## src/design/rad_pkg.sv

```systemverilog
// Shared types, sizes and codes for the region address decoder.
package rad_pkg;

    // Table and address sizing
    localparam int MAX_REGIONS = 16;
    localparam int ADDR_W      = 32;
    localparam int IDX_W       = (MAX_REGIONS > 1) ? $clog2(MAX_REGIONS) : 1;
    localparam int CNT_W       = $clog2(MAX_REGIONS + 1);

    // Fixed field widths of the ports
    localparam int OP_W      = 2;
    localparam int KIND_W    = 2;
    localparam int ST_W      = 3;
    localparam int OUT_IDX_W = 4;
    localparam int SIZE_W    = 4;

    // Operation codes
    localparam logic [OP_W-1:0] OP_ADD   = 2'd0;
    localparam logic [OP_W-1:0] OP_READ  = 2'd1;
    localparam logic [OP_W-1:0] OP_WRITE = 2'd2;

    // Region kinds
    localparam logic [KIND_W-1:0] KIND_RAM = 2'd0;
    localparam logic [KIND_W-1:0] KIND_ROM = 2'd1;
    localparam logic [KIND_W-1:0] KIND_DEV = 2'd2;

    // Result status codes
    localparam logic [ST_W-1:0] ST_OK       = 3'd0;
    localparam logic [ST_W-1:0] ST_NOREGION = 3'd1;
    localparam logic [ST_W-1:0] ST_SIZE     = 3'd2;
    localparam logic [ST_W-1:0] ST_FULL     = 3'd3;
    localparam logic [ST_W-1:0] ST_BAD      = 3'd4;

    // Direction masks, bit0 read and bit1 write
    localparam logic [1:0] DIR_NONE = 2'b00;
    localparam logic [1:0] DIR_RD   = 2'b01;
    localparam logic [1:0] DIR_WR   = 2'b10;

    localparam logic [SIZE_W-1:0] SIZE_ALL = 4'b1111;

    typedef struct packed {
        logic              direct;
        logic [SIZE_W-1:0] size;
        logic              wr;
        logic              rd;
    } region_flags_t;

    typedef struct packed {
        logic [ADDR_W-1:0] lo;
        logic [ADDR_W-1:0] hi;
        logic [ADDR_W-1:0] mask;
        region_flags_t     flags;
    } region_entry_t;

    // Access under lookup, broadcast to every cell
    typedef struct packed {
        logic [ADDR_W-1:0] addr;
        logic [1:0]        dir;
        logic [SIZE_W-1:0] sbit;
    } probe_t;

    // Search token handed from cell to cell
    typedef struct packed {
        logic              live;
        logic              found;
        logic [ST_W-1:0]   status;
        logic [IDX_W-1:0]  index;
        logic [ADDR_W-1:0] target;
        logic              dev;
    } tok_t;

    typedef struct packed {
        logic [ST_W-1:0]      status;
        logic [OUT_IDX_W-1:0] index;
        logic [ADDR_W-1:0]    target;
        logic                 dev;
    } result_t;

endpackage

```

## src/design/rad_cell.sv

```systemverilog
// One table entry of the decoder chain with its stage of the search token.
module rad_cell
(
    input  logic                        clk,
    input  logic                        rst_n,
    input  logic [rad_pkg::IDX_W-1:0]   cell_idx,
    input  logic [rad_pkg::CNT_W-1:0]   count,
    input  logic                        wr_en,
    input  logic [rad_pkg::IDX_W-1:0]   wr_slot,
    input  rad_pkg::region_entry_t      wr_region,
    input  rad_pkg::probe_t             probe,
    input  rad_pkg::tok_t               tok_in,
    output rad_pkg::tok_t               tok_out
);
    import rad_pkg::*;

    region_entry_t entry_reg;
    tok_t    tok_reg;
    tok_t    tok_next;
    logic    in_use;
    logic    in_range;
    logic    dir_ok;
    logic    size_ok;

    // Entry store, written once when its slot is appended
    always_ff @(posedge clk)
    begin
        if (wr_en && (wr_slot == cell_idx))
        begin
            entry_reg <= wr_region;
        end
    end

    // Match terms against the broadcast access
    assign in_use   = CNT_W'(cell_idx) < count;
    assign in_range = (probe.addr >= entry_reg.lo) && (probe.addr <= entry_reg.hi);
    assign dir_ok   = (probe.dir & {entry_reg.flags.wr, entry_reg.flags.rd}) != 2'b00;
    assign size_ok  = (probe.sbit & entry_reg.flags.size) != '0;

    // First hit claims the token; later cells pass it on untouched
    always_comb
    begin
        tok_next = tok_in;
        if (tok_in.live && !tok_in.found && in_use && in_range && dir_ok)
        begin
            tok_next.found = 1'b1;
            tok_next.index = cell_idx;
            if (size_ok)
            begin
                tok_next.status = ST_OK;
                tok_next.target = entry_reg.flags.direct ? (probe.addr & entry_reg.mask)
                                                         : probe.addr;
                tok_next.dev    = !entry_reg.flags.direct;
            end
            else
            begin
                tok_next.status = ST_SIZE;
                tok_next.target = '0;
                tok_next.dev    = 1'b0;
            end
        end
    end

    // Token stage
    always_ff @(posedge clk or negedge rst_n)
    begin
        if (!rst_n)
        begin
            tok_reg <= '0;
        end
        else
        begin
            tok_reg <= tok_next;
        end
    end

    assign tok_out = tok_reg;

endmodule

```

## src/design/region_address_decoder_unit.sv

```systemverilog
// Top level of the region address decoder: add/access control and the cell chain.
//
//  channel | valid     | stall     | word
//  --------+-----------+-----------+------------------------------------------------
//  request | req_valid | req_stall | op addr region_top region_mask region_kind
//          |           |           | rw_perm size_perm access_size
//  result  | rsp_valid | rsp_stall | status region_index target_addr to_device
//
// An add word is decided combinationally and its result registered at once.
// An access word sends a token down the chain of MAX_REGIONS cells, one cell a
// cycle; its result passes start_reg, the cell registers, fin_reg and rsp_reg,
// and the next word can be taken once the result has moved into rsp_reg.
// One word is in work at a time; req_stall is high during a lookup and while
// an unaccepted result blocks the output register.
// Reset empties the region table at once; entry contents are left as they are.
module region_address_decoder_unit
(
    input  logic                           clk,
    input  logic                           rst_n,
    input  logic                           req_valid,
    output logic                           req_stall,
    input  logic [rad_pkg::OP_W-1:0]       op,
    input  logic [rad_pkg::ADDR_W-1:0]     addr,
    input  logic [rad_pkg::ADDR_W-1:0]     region_top,
    input  logic [rad_pkg::ADDR_W-1:0]     region_mask,
    input  logic [rad_pkg::KIND_W-1:0]     region_kind,
    input  logic [1:0]                     rw_perm,
    input  logic [rad_pkg::SIZE_W-1:0]     size_perm,
    input  logic [1:0]                     access_size,
    output logic                           rsp_valid,
    input  logic                           rsp_stall,
    output logic [rad_pkg::ST_W-1:0]       status,
    output logic [rad_pkg::OUT_IDX_W-1:0]  region_index,
    output logic [rad_pkg::ADDR_W-1:0]     target_addr,
    output logic                           to_device
);
    import rad_pkg::*;

    logic [CNT_W-1:0]   count_reg;
    logic               start_reg;
    logic               busy_reg;
    probe_t             probe_reg;
    logic               fin_valid_reg;
    result_t            fin_reg;
    logic               rsp_valid_reg;
    result_t            rsp_reg;

    logic               take;
    logic               is_add;
    logic               rsp_free;
    logic               add_bad;
    logic               table_full;
    logic               add_ok;
    logic [IDX_W-1:0]   wr_slot;
    region_entry_t      new_region;
    result_t            add_res;
    result_t            sweep_res;
    probe_t             probe_next;
    tok_t               chain [MAX_REGIONS+1];
    tok_t               last_tok;
    logic [MAX_REGIONS-1:0] live_vec;

    // Handshake
    assign rsp_free  = !rsp_valid_reg || !rsp_stall;
    assign req_stall = busy_reg || !rsp_free;
    assign take      = req_valid && !req_stall;
    assign is_add    = op == OP_ADD;

    // Region check and flags for an add word
    always_comb
    begin
        add_bad          = (region_top <= addr) || (region_mask == '0);
        new_region.lo    = addr;
        new_region.hi    = region_top;
        new_region.mask  = region_mask;
        new_region.flags = '0;
        unique case (region_kind)
            KIND_RAM:
            begin
                new_region.flags = '{direct: 1'b1, size: SIZE_ALL, wr: 1'b1, rd: 1'b1};
            end
            KIND_ROM:
            begin
                new_region.flags = '{direct: 1'b1, size: SIZE_ALL, wr: 1'b0, rd: 1'b1};
                if (rw_perm[1])
                begin
                    add_bad = 1'b1;
                end
            end
            KIND_DEV:
            begin
                new_region.flags = '{direct: 1'b0, size: size_perm,
                                     wr: rw_perm[1], rd: rw_perm[0]};
                if ((rw_perm == 2'b00) || (size_perm == '0))
                begin
                    add_bad = 1'b1;
                end
            end
            default:
            begin
                add_bad = 1'b1;
            end
        endcase
    end

    assign table_full = count_reg == CNT_W'(MAX_REGIONS);
    assign add_ok     = take && is_add && !add_bad && !table_full;
    assign wr_slot    = count_reg[IDX_W-1:0];

    // Result word of an add
    always_comb
    begin
        add_res = '0;
        if (add_bad)
        begin
            add_res.status = ST_BAD;
        end
        else if (table_full)
        begin
            add_res.status = ST_FULL;
        end
        else
        begin
            add_res.status = ST_OK;
            add_res.index  = OUT_IDX_W'(wr_slot);
            add_res.dev    = region_kind == KIND_DEV;
        end
    end

    // Access decode: direction mask and one-hot size bit
    always_comb
    begin
        probe_next.addr = addr;
        probe_next.sbit = SIZE_W'(1) << access_size;
        unique case (op)
            OP_READ:  probe_next.dir = DIR_RD;
            OP_WRITE: probe_next.dir = DIR_WR;
            default:  probe_next.dir = DIR_NONE;
        endcase
    end

    // Cell chain
    always_comb
    begin
        chain[0]      = '0;
        chain[0].live = start_reg;
    end

    for (genvar i = 0; i < MAX_REGIONS; i++)
    begin : g_cell
        rad_cell u_cell
        (
            .clk       (clk),
            .rst_n     (rst_n),
            .cell_idx  (IDX_W'(i)),
            .count     (count_reg),
            .wr_en     (add_ok),
            .wr_slot   (wr_slot),
            .wr_region (new_region),
            .probe     (probe_reg),
            .tok_in    (chain[i]),
            .tok_out   (chain[i+1])
        );
        assign live_vec[i] = chain[i+1].live;
    end

    assign last_tok = chain[MAX_REGIONS];

    // Token leaving the chain becomes a result word
    always_comb
    begin
        sweep_res = '0;
        if (last_tok.found)
        begin
            sweep_res.status = last_tok.status;
            sweep_res.index  = OUT_IDX_W'(last_tok.index);
            sweep_res.target = last_tok.target;
            sweep_res.dev    = last_tok.dev;
        end
        else
        begin
            sweep_res.status = ST_NOREGION;
        end
    end

    // Payload registers
    always_ff @(posedge clk)
    begin
        if (take && !is_add)
        begin
            probe_reg <= probe_next;
        end
        if (last_tok.live)
        begin
            fin_reg <= sweep_res;
        end
        if (take && is_add)
        begin
            rsp_reg <= add_res;
        end
        else if (fin_valid_reg && rsp_free)
        begin
            rsp_reg <= fin_reg;
        end
    end

    // Control registers
    always_ff @(posedge clk or negedge rst_n)
    begin
        if (!rst_n)
        begin
            count_reg     <= '0;
            start_reg     <= 1'b0;
            busy_reg      <= 1'b0;
            fin_valid_reg <= 1'b0;
            rsp_valid_reg <= 1'b0;
        end
        else
        begin
            if (add_ok)
            begin
                count_reg <= count_reg + CNT_W'(1);
            end
            start_reg <= take && !is_add;
            if (take && !is_add)
            begin
                busy_reg <= 1'b1;
            end
            else if (fin_valid_reg && rsp_free)
            begin
                busy_reg <= 1'b0;
            end
            if (last_tok.live)
            begin
                fin_valid_reg <= 1'b1;
            end
            else if (rsp_free)
            begin
                fin_valid_reg <= 1'b0;
            end
            if ((take && is_add) || (fin_valid_reg && rsp_free))
            begin
                rsp_valid_reg <= 1'b1;
            end
            else if (!rsp_stall)
            begin
                rsp_valid_reg <= 1'b0;
            end
        end
    end

    assign rsp_valid    = rsp_valid_reg;
    assign status       = rsp_reg.status;
    assign region_index = rsp_reg.index;
    assign target_addr  = rsp_reg.target;
    assign to_device    = rsp_reg.dev;

`ifndef SYNTH
    a_count_range: assert property (@(posedge clk) disable iff (!rst_n)
        count_reg <= CNT_W'(MAX_REGIONS))
        else $error("region count beyond table size");

    a_one_token: assert property (@(posedge clk) disable iff (!rst_n)
        $countones({start_reg, live_vec, fin_valid_reg}) <= 1)
        else $error("more than one lookup in flight");

    a_idle_empty: assert property (@(posedge clk) disable iff (!rst_n)
        !busy_reg |-> (!start_reg && (live_vec == '0) && !fin_valid_reg))
        else $error("lookup activity while not busy");

    a_add_count: assert property (@(posedge clk) disable iff (!rst_n)
        add_ok |=> (count_reg == $past(count_reg) + CNT_W'(1)))
        else $error("accepted add did not grow the table");

    a_full_status: assert property (@(posedge clk) disable iff (!rst_n)
        (rsp_valid_reg && (rsp_reg.status == ST_FULL)) |-> table_full)
        else $error("table full reported with free slots");
`endif

endmodule

```

## config.mk

```make
export PLATFORM = sky130hd
export DESIGN_NAME = region_address_decoder_unit
export DESIGN_NICKNAME = d
export VERILOG_FILES = /design/src/design/rad_pkg.sv /design/src/design/rad_cell.sv /design/src/design/region_address_decoder_unit.sv
export SDC_FILE = /design/constraint.sdc
export NUM_CORES = 2
export LEC_CHECK = 0
export BUFFER_PORTS_ARGS = -buffer_cell sky130_fd_sc_hd__buf_2
export CAP_MARGIN = 20
export CORE_MARGIN = 2
export CORE_UTILIZATION = 63
export CTS_CLUSTER_DIAMETER = 100
export DETAILED_ROUTE_END_ITERATION = 8
export GPL_TIMING_DRIVEN = 0
export PLACE_DENSITY_LB_ADDON = 0.05
export SKIP_LAST_GASP = 1
export SLEW_MARGIN = 20
export SYNTH_ARGS = -nofsm -noshare
export SYNTH_HDL_FRONTEND = slang
export SYNTH_SLANG_ARGS = --single-unit
```

## constraint.sdc

```tcl
create_clock -name clk -period 5.9 [get_ports clk]
set_clock_uncertainty 0.05 [all_clocks]
set_input_delay 0.59 -clock clk [delete_from_list [all_inputs] [get_ports clk]]
set_output_delay 0.59 -clock clk [all_outputs]
set_load 0.02 [all_outputs]
```

# Yosys cells after proc, flatten, opt, wreduce, memory -nomap -nowiden
# Cells that the tools add are included.
[word_totals] inputBits=112 wordCells=612 output_inout_bits=42 regBits=2447
[classes] bitwise=48 magnitude_cmp=49 n_shift=1 mux=83 n_reduce_logical=185 add_sub_neg=1 eq_ne=21
[op_table] op="41-bit 2-to-1 mux" n=16
[op_table] op="32-bit less-or-equal comparator" n=17
[op_table] op="33-bit 2-to-1 mux" n=16
[op_table] op="32-bit AND" n=16
[op_table] op="32-bit greater-or-equal comparator" n=16
[op_table] op="32-bit 2-to-1 mux" n=16
[op_table] op="1-bit logical AND" n=101
[op_table] op="40-bit 2-to-1 mux" n=2
[op_table] op="4-bit AND" n=16
[op_table] op="4-bit nonzero test" n=16
[op_table] op="4-bit by 5-bit less-than comparator with 1-bit output (first input constant)" n=8
[op_table] op="1-bit zero test" n=38
[op_table] op="2-bit nonzero test" n=19
[op_table] op="2-bit 2-to-1 mux" n=17
[op_table] op="2-bit AND" n=16
[op_table] op="4-bit equality test (second input constant)" n=8
[op_table] op="32-bit zero test" n=1
[op_table] op="7-bit case mux with 3 select lines" n=1
[op_table] op="3-bit by 5-bit less-than comparator with 1-bit output (first input constant)" n=4
[op_table] op="4-bit by 3-bit equality test with 1-bit output (second input constant)" n=4
[op_table] op="1-bit by 5-bit less-than comparator with 1-bit output (first input constant)" n=2
[op_table] op="2-bit by 5-bit less-than comparator with 1-bit output (first input constant)" n=2
[op_table] op="1-bit 2-to-1 mux" n=10
[op_table] op="4-bit by 2-bit equality test with 1-bit output (second input constant)" n=2
[op_table] op="14 further kinds" n=24

# Logic depth before layout (Yosys ltp)
[depth] word_depth=10 depth_mapped=12 mapped_depth_nobuf=10

# Hierarchy
# From an unflattened synthesis, not the netlist that was laid out.
[unflattened] hier_cells=8719 area_unflattened_um2=116854.6
[modules_own_cells] module="rad_cell" seq_area_each_um2=4144.0 cells_each=515 instances=16 area_each_um2=6955.4
[modules_own_cells] module="region_address_decoder_unit" seq_area_each_um2=3448.3 cells_each=479 instances=1 area_each_um2=5567.8

# Worst setup path after synthesis
# No wires, ideal clock.
[synth_timing] path_type="input to register" from="input addr[23] (netlist name)" to="register g_cell[3].u_cell.entry_reg[0] (netlist name), enable pin" cell_stages=8 path_buffers=0 path_slack_ns=0.557 setup_time_ns=0.474 required_ns=5.376 t_arrival_ns=4.819 cell_sequence="inv_1 ha_1 nand4_1 or3_1 o221ai_1 o31ai_1 nor3_1 and3_1"
[synth_via] elab_chain_cells=8 word_cells_on_any_way=9 cone_classes="order compare: 1; mux: 3; reduce/logical: 5"
[synth_rtl] item="start: declaration" line="region_address_decoder_unit.sv:23" rtl="input logic [rad_pkg::ADDR_W-1:0] addr,"
[synth_rtl] item="32-bit less-or-equal comparator *" line="region_address_decoder_unit.sv:72" rtl="add_bad = (region_top <= addr) || (region_mask == '0);"
[synth_rtl] item="1-bit logical OR *" line="region_address_decoder_unit.sv:72"
[synth_rtl] item="1-bit 2-to-1 mux (on tied branches)" line="region_address_decoder_unit.sv:94, region_address_decoder_unit.sv:85"
[synth_rtl] item="1-bit case mux with 3 select lines *" line="region_address_decoder_unit.sv:77" rtl="unique case (region_kind)"
[synth_rtl] item="1-bit zero test *" line="region_address_decoder_unit.sv:107" rtl="assign add_ok = take && is_add && !add_bad && !table_full;"
[synth_rtl] item="1-bit logical AND * (2 in a row)" line="region_address_decoder_unit.sv:107"
[synth_rtl] item="1-bit logical AND *" line="rad_cell.sv:28" rtl="if (wr_en && (wr_slot == cell_idx))"
[synth_rtl] item="end signal: assignment" line="rad_cell.sv:30" rtl="entry_reg <= wr_region;"
[synth_rtl] item="end: declaration" line="rad_cell.sv:17" rtl="region_entry_t entry_reg;"
# Every way passes the cells marked *; elsewhere a longest branch is shown, timed or not.
# A chain may end at the register's enable or synchronous reset.

==> results.yml <==
timing:
  grt_setup_unrepaired: "no"
  post-route-period-util_pct: 93.8
  maxSlewViolCount: 0
  relSlewSlack_pct: 23.3
  setup_viol: 0
  fin_ws_ps: 368
  timing.fmax_mhz: 181
  period_minus_slack_ps: 5530
  worst_pin_slew_ps: 1150
  tns_ps: 0
  final-hold-violation-count: 0
setup_path:
  crit_required_ps: 6600
  critPathMaxFanout: 40
  path_delay_family: "compound AO/OA/AOI/OAI gates"
  arrival_ps: 6230
  cp_num_buf_inv: 3
  crit_path_cell_trace: "bufinv_8 > ha_1 > nor2_1 > a21oi_1 > o21ai_0 > a21oi_1 > o21ai_0 > a31oi_1 > o22ai_1 > clkbuf_1 > clkbuf_1 > mux2_2"
  cp_slowest_cell: "o22ai_1"
  critical_path_class: "flop to flop"
  cpPeakStageDelay_ps: 740
  end_kind: "flop"
  start_kind: "flop"
place:
  dpl.hpwl_mm: 208
  dpl_worst_slack_ps: 16.2
  gp_congestion: 0.874
  place_area_mm2: 0.117
  io_buffers: 153
synth:
  syn-num-nets: 9364
  synth_edf_count: 1733
  synthFlopType: "edfxtp_1"
  avgSynthCellArea_um2: 13.4
  synth_seq_cells: 2399
  yosysSeqAreaShare_pct: 62.7
  ys_warn_count: 0
  synth_area_mm2: 0.109
  ys_types: 82
  async_flop_share_pct: 26.4
  synthCells: 8185
global_routing:
  grt_max_degree: 102
  antenna_found_initial: 18
  grt_use_total_pct: 33.4
  overflow: 0
  grt_pass1_vias: 69857
  grt_pass1_wl_mm: 429
job:
  max_cap_viol_count: 0
drt:
  avgRoutedWirePerCell_um: 25.8
  vias: 67810
  wirelength_mm: 292
  wl_met3_mm: 19.0
  drc_errors: 0
  top_layer_used: "met5"
  viasPerCell: 6.01
  detail_route.first_pass.iterations: 8
  wl_met2_mm: 144
  wl_met1_mm: 110
  drtIter0Drc: 5674
  ant_nets: 0
pwr:
  powerDensity_mw_per_mm2: 311
  ir_worst_vdd_uv: 327
  leakagePower_uw: 0.0547
cts:
  clkLatencyLatePin_ps: 880
  cts_buffers: 237
  clkSinkCount: 2399
  cts.clk_slew.worst_paths_ps: 60
  cts_buffer_depth: 3
  root_buffer: "clkbuf_16"
  cts_tree: "built"
  htree_num_levels: 4
status:
  status: "finished, final reports clean"
final_layout:
  multi_input_area_mm2: 0.0361
  nets: 9945
  areaGrowthSynthToFinish_pct: 13.6
  stdcell_area_mm2: 0.124
  nFillCells: 11183
  regArea_mm2: 0.0685
  largest_reg_flops: 1648
  drive_gt1_share_pct: 14.4
floorplan:
  dieHeight_um: 421
  num_rows: 152
  die_w_um: 421
  core-area_mm2: 0.172
  die-area_mm2: 0.177
  initial_core_util_pct: 63.6
  pin_count: 154
worst_hold_path:
  min_path_type: "input pin to flop"
==> synthesized netlist by cell type, types with 170 or more instances <==
cell type | count | share of area, %
a21oi_1 | 299 | 1.4
dfrtp_1 | 634 | 15
nand2_1 | 173 | 0.59
nand2b_1 | 291 | 1.7
o21ai_0 | 439 | 2.0
ha_1 | 1067 | 12
clkbuf_1 | 170 | 0.58
mux2_2 | 487 | 5.0
nor2_1 | 420 | 1.4
and3_1 | 264 | 1.5
edfxtp_1 | 1733 | 48
inv_1 | 1079 | 3.7
==> where the power goes <==
part / switching (uW) / leakage [uW] / internal, uW / total (uW)
sequential: 285 / 0.0247 / 18600 / 18900
clock: 6400 / 0.00372 / 8290 / 14700
combinational: 3180 / 0.0263 / 1800 / 4980
total: 9860 / 0.0547 / 28700 / 38500
==> routing by layer <==
layer / vias up / GRT usage, %
met5: - / 0
met4: 6 / 18.4
met3: 700 / 4.62
met2: 2375 / 57.6
met1: 33942 / 40.7
li1: 30787 / -
==> repair_timing <==
item / 4_1_cts / 5_1_grt
hold buffers: 5 / 0
endpoints found under the setup margin: 0 / 10
resized for setup: 0 / 3
buffers inserted: 0 / 0
hold endpoints to repair: 62 / 0
==> through the flow <==
stage	power (uW)	utilization, %	hold slack (ps)	std cells
3_5_place_dp	24100	67.8	309	10832
3_3_place_gp	23400	65.7	301	10648
5_1_grt	39800	72.2	57.4	11284
2_1_floorplan	21600	-	244	8185
4_1_cts	38600	72.2	29.8	11280
6_report	38500	72.2	88.8	11287
==> cells by family after synthesis <==
group	Yosys count	synth area share, %
adder cells (fa/ha/maj)	1067	12.2
flip-flops	2399	62.7
AO/OA/AOI/OAI	1260	7.20
multiplexers	505	5.24
buffers and inverters	1296	4.52
XOR/XNOR	4	0.0321
AND/OR/NAND/NOR	1654	8.08
==> cell type report <==
cell class                      count  share of cell area, %
Sequential cell                  2399                   55.2
Multi-Input combinational cell   4490                   29.1
Clock buffer                      325                   5.31
Timing Repair Buffer              342                   3.30
Inverter                         1080                   3.28
Tap cell                         2310                   2.33
Clock inverter                    118                  0.769
Buffer                            216                  0.717
Antenna cell                        7                 0.0141
==> worst paths after layout <==
check	startpoint	endpoint	slack, ps	cells past startpoint
max	probe_reg[6]	g_cell[9].u_cell.tok_out[38]	370	12
min	req_valid	start_reg	90	2
max reg2reg	probe_reg[6]	g_cell[9].u_cell.tok_out[38]	370	12
min reg2reg	g_cell[13].u_cell.tok_out[41]	g_cell[14].u_cell.tok_out[41]	320	0
max in group asynchronous	rst_n	g_cell[15].u_cell.tok_out[41]	3750	5
min in group asynchronous	rst_n	g_cell[14].u_cell.tok_out[9]	200	2
==> cell usage in the layout, fill, tap and decap left out, types with 90 or more instances in the layout <==
master	netlist	final
buf_8	0	90
o21ai_0	439	437
dfrtp_1	634	633
and3_1	264	256
a21o_1	129	129
ha_1	1067	1067
buf_2	32	187
clkbuf_1	170	229
clkbuf_16	0	241
inv_1	1079	1079
a21oi_1	299	293
nand4_1	161	161
nand2_1	173	173
nand2b_1	291	291
mux2_2	487	487
edfxtp_1	1733	1733
nor2_1	420	419
(Power assumes the default switching activity.)
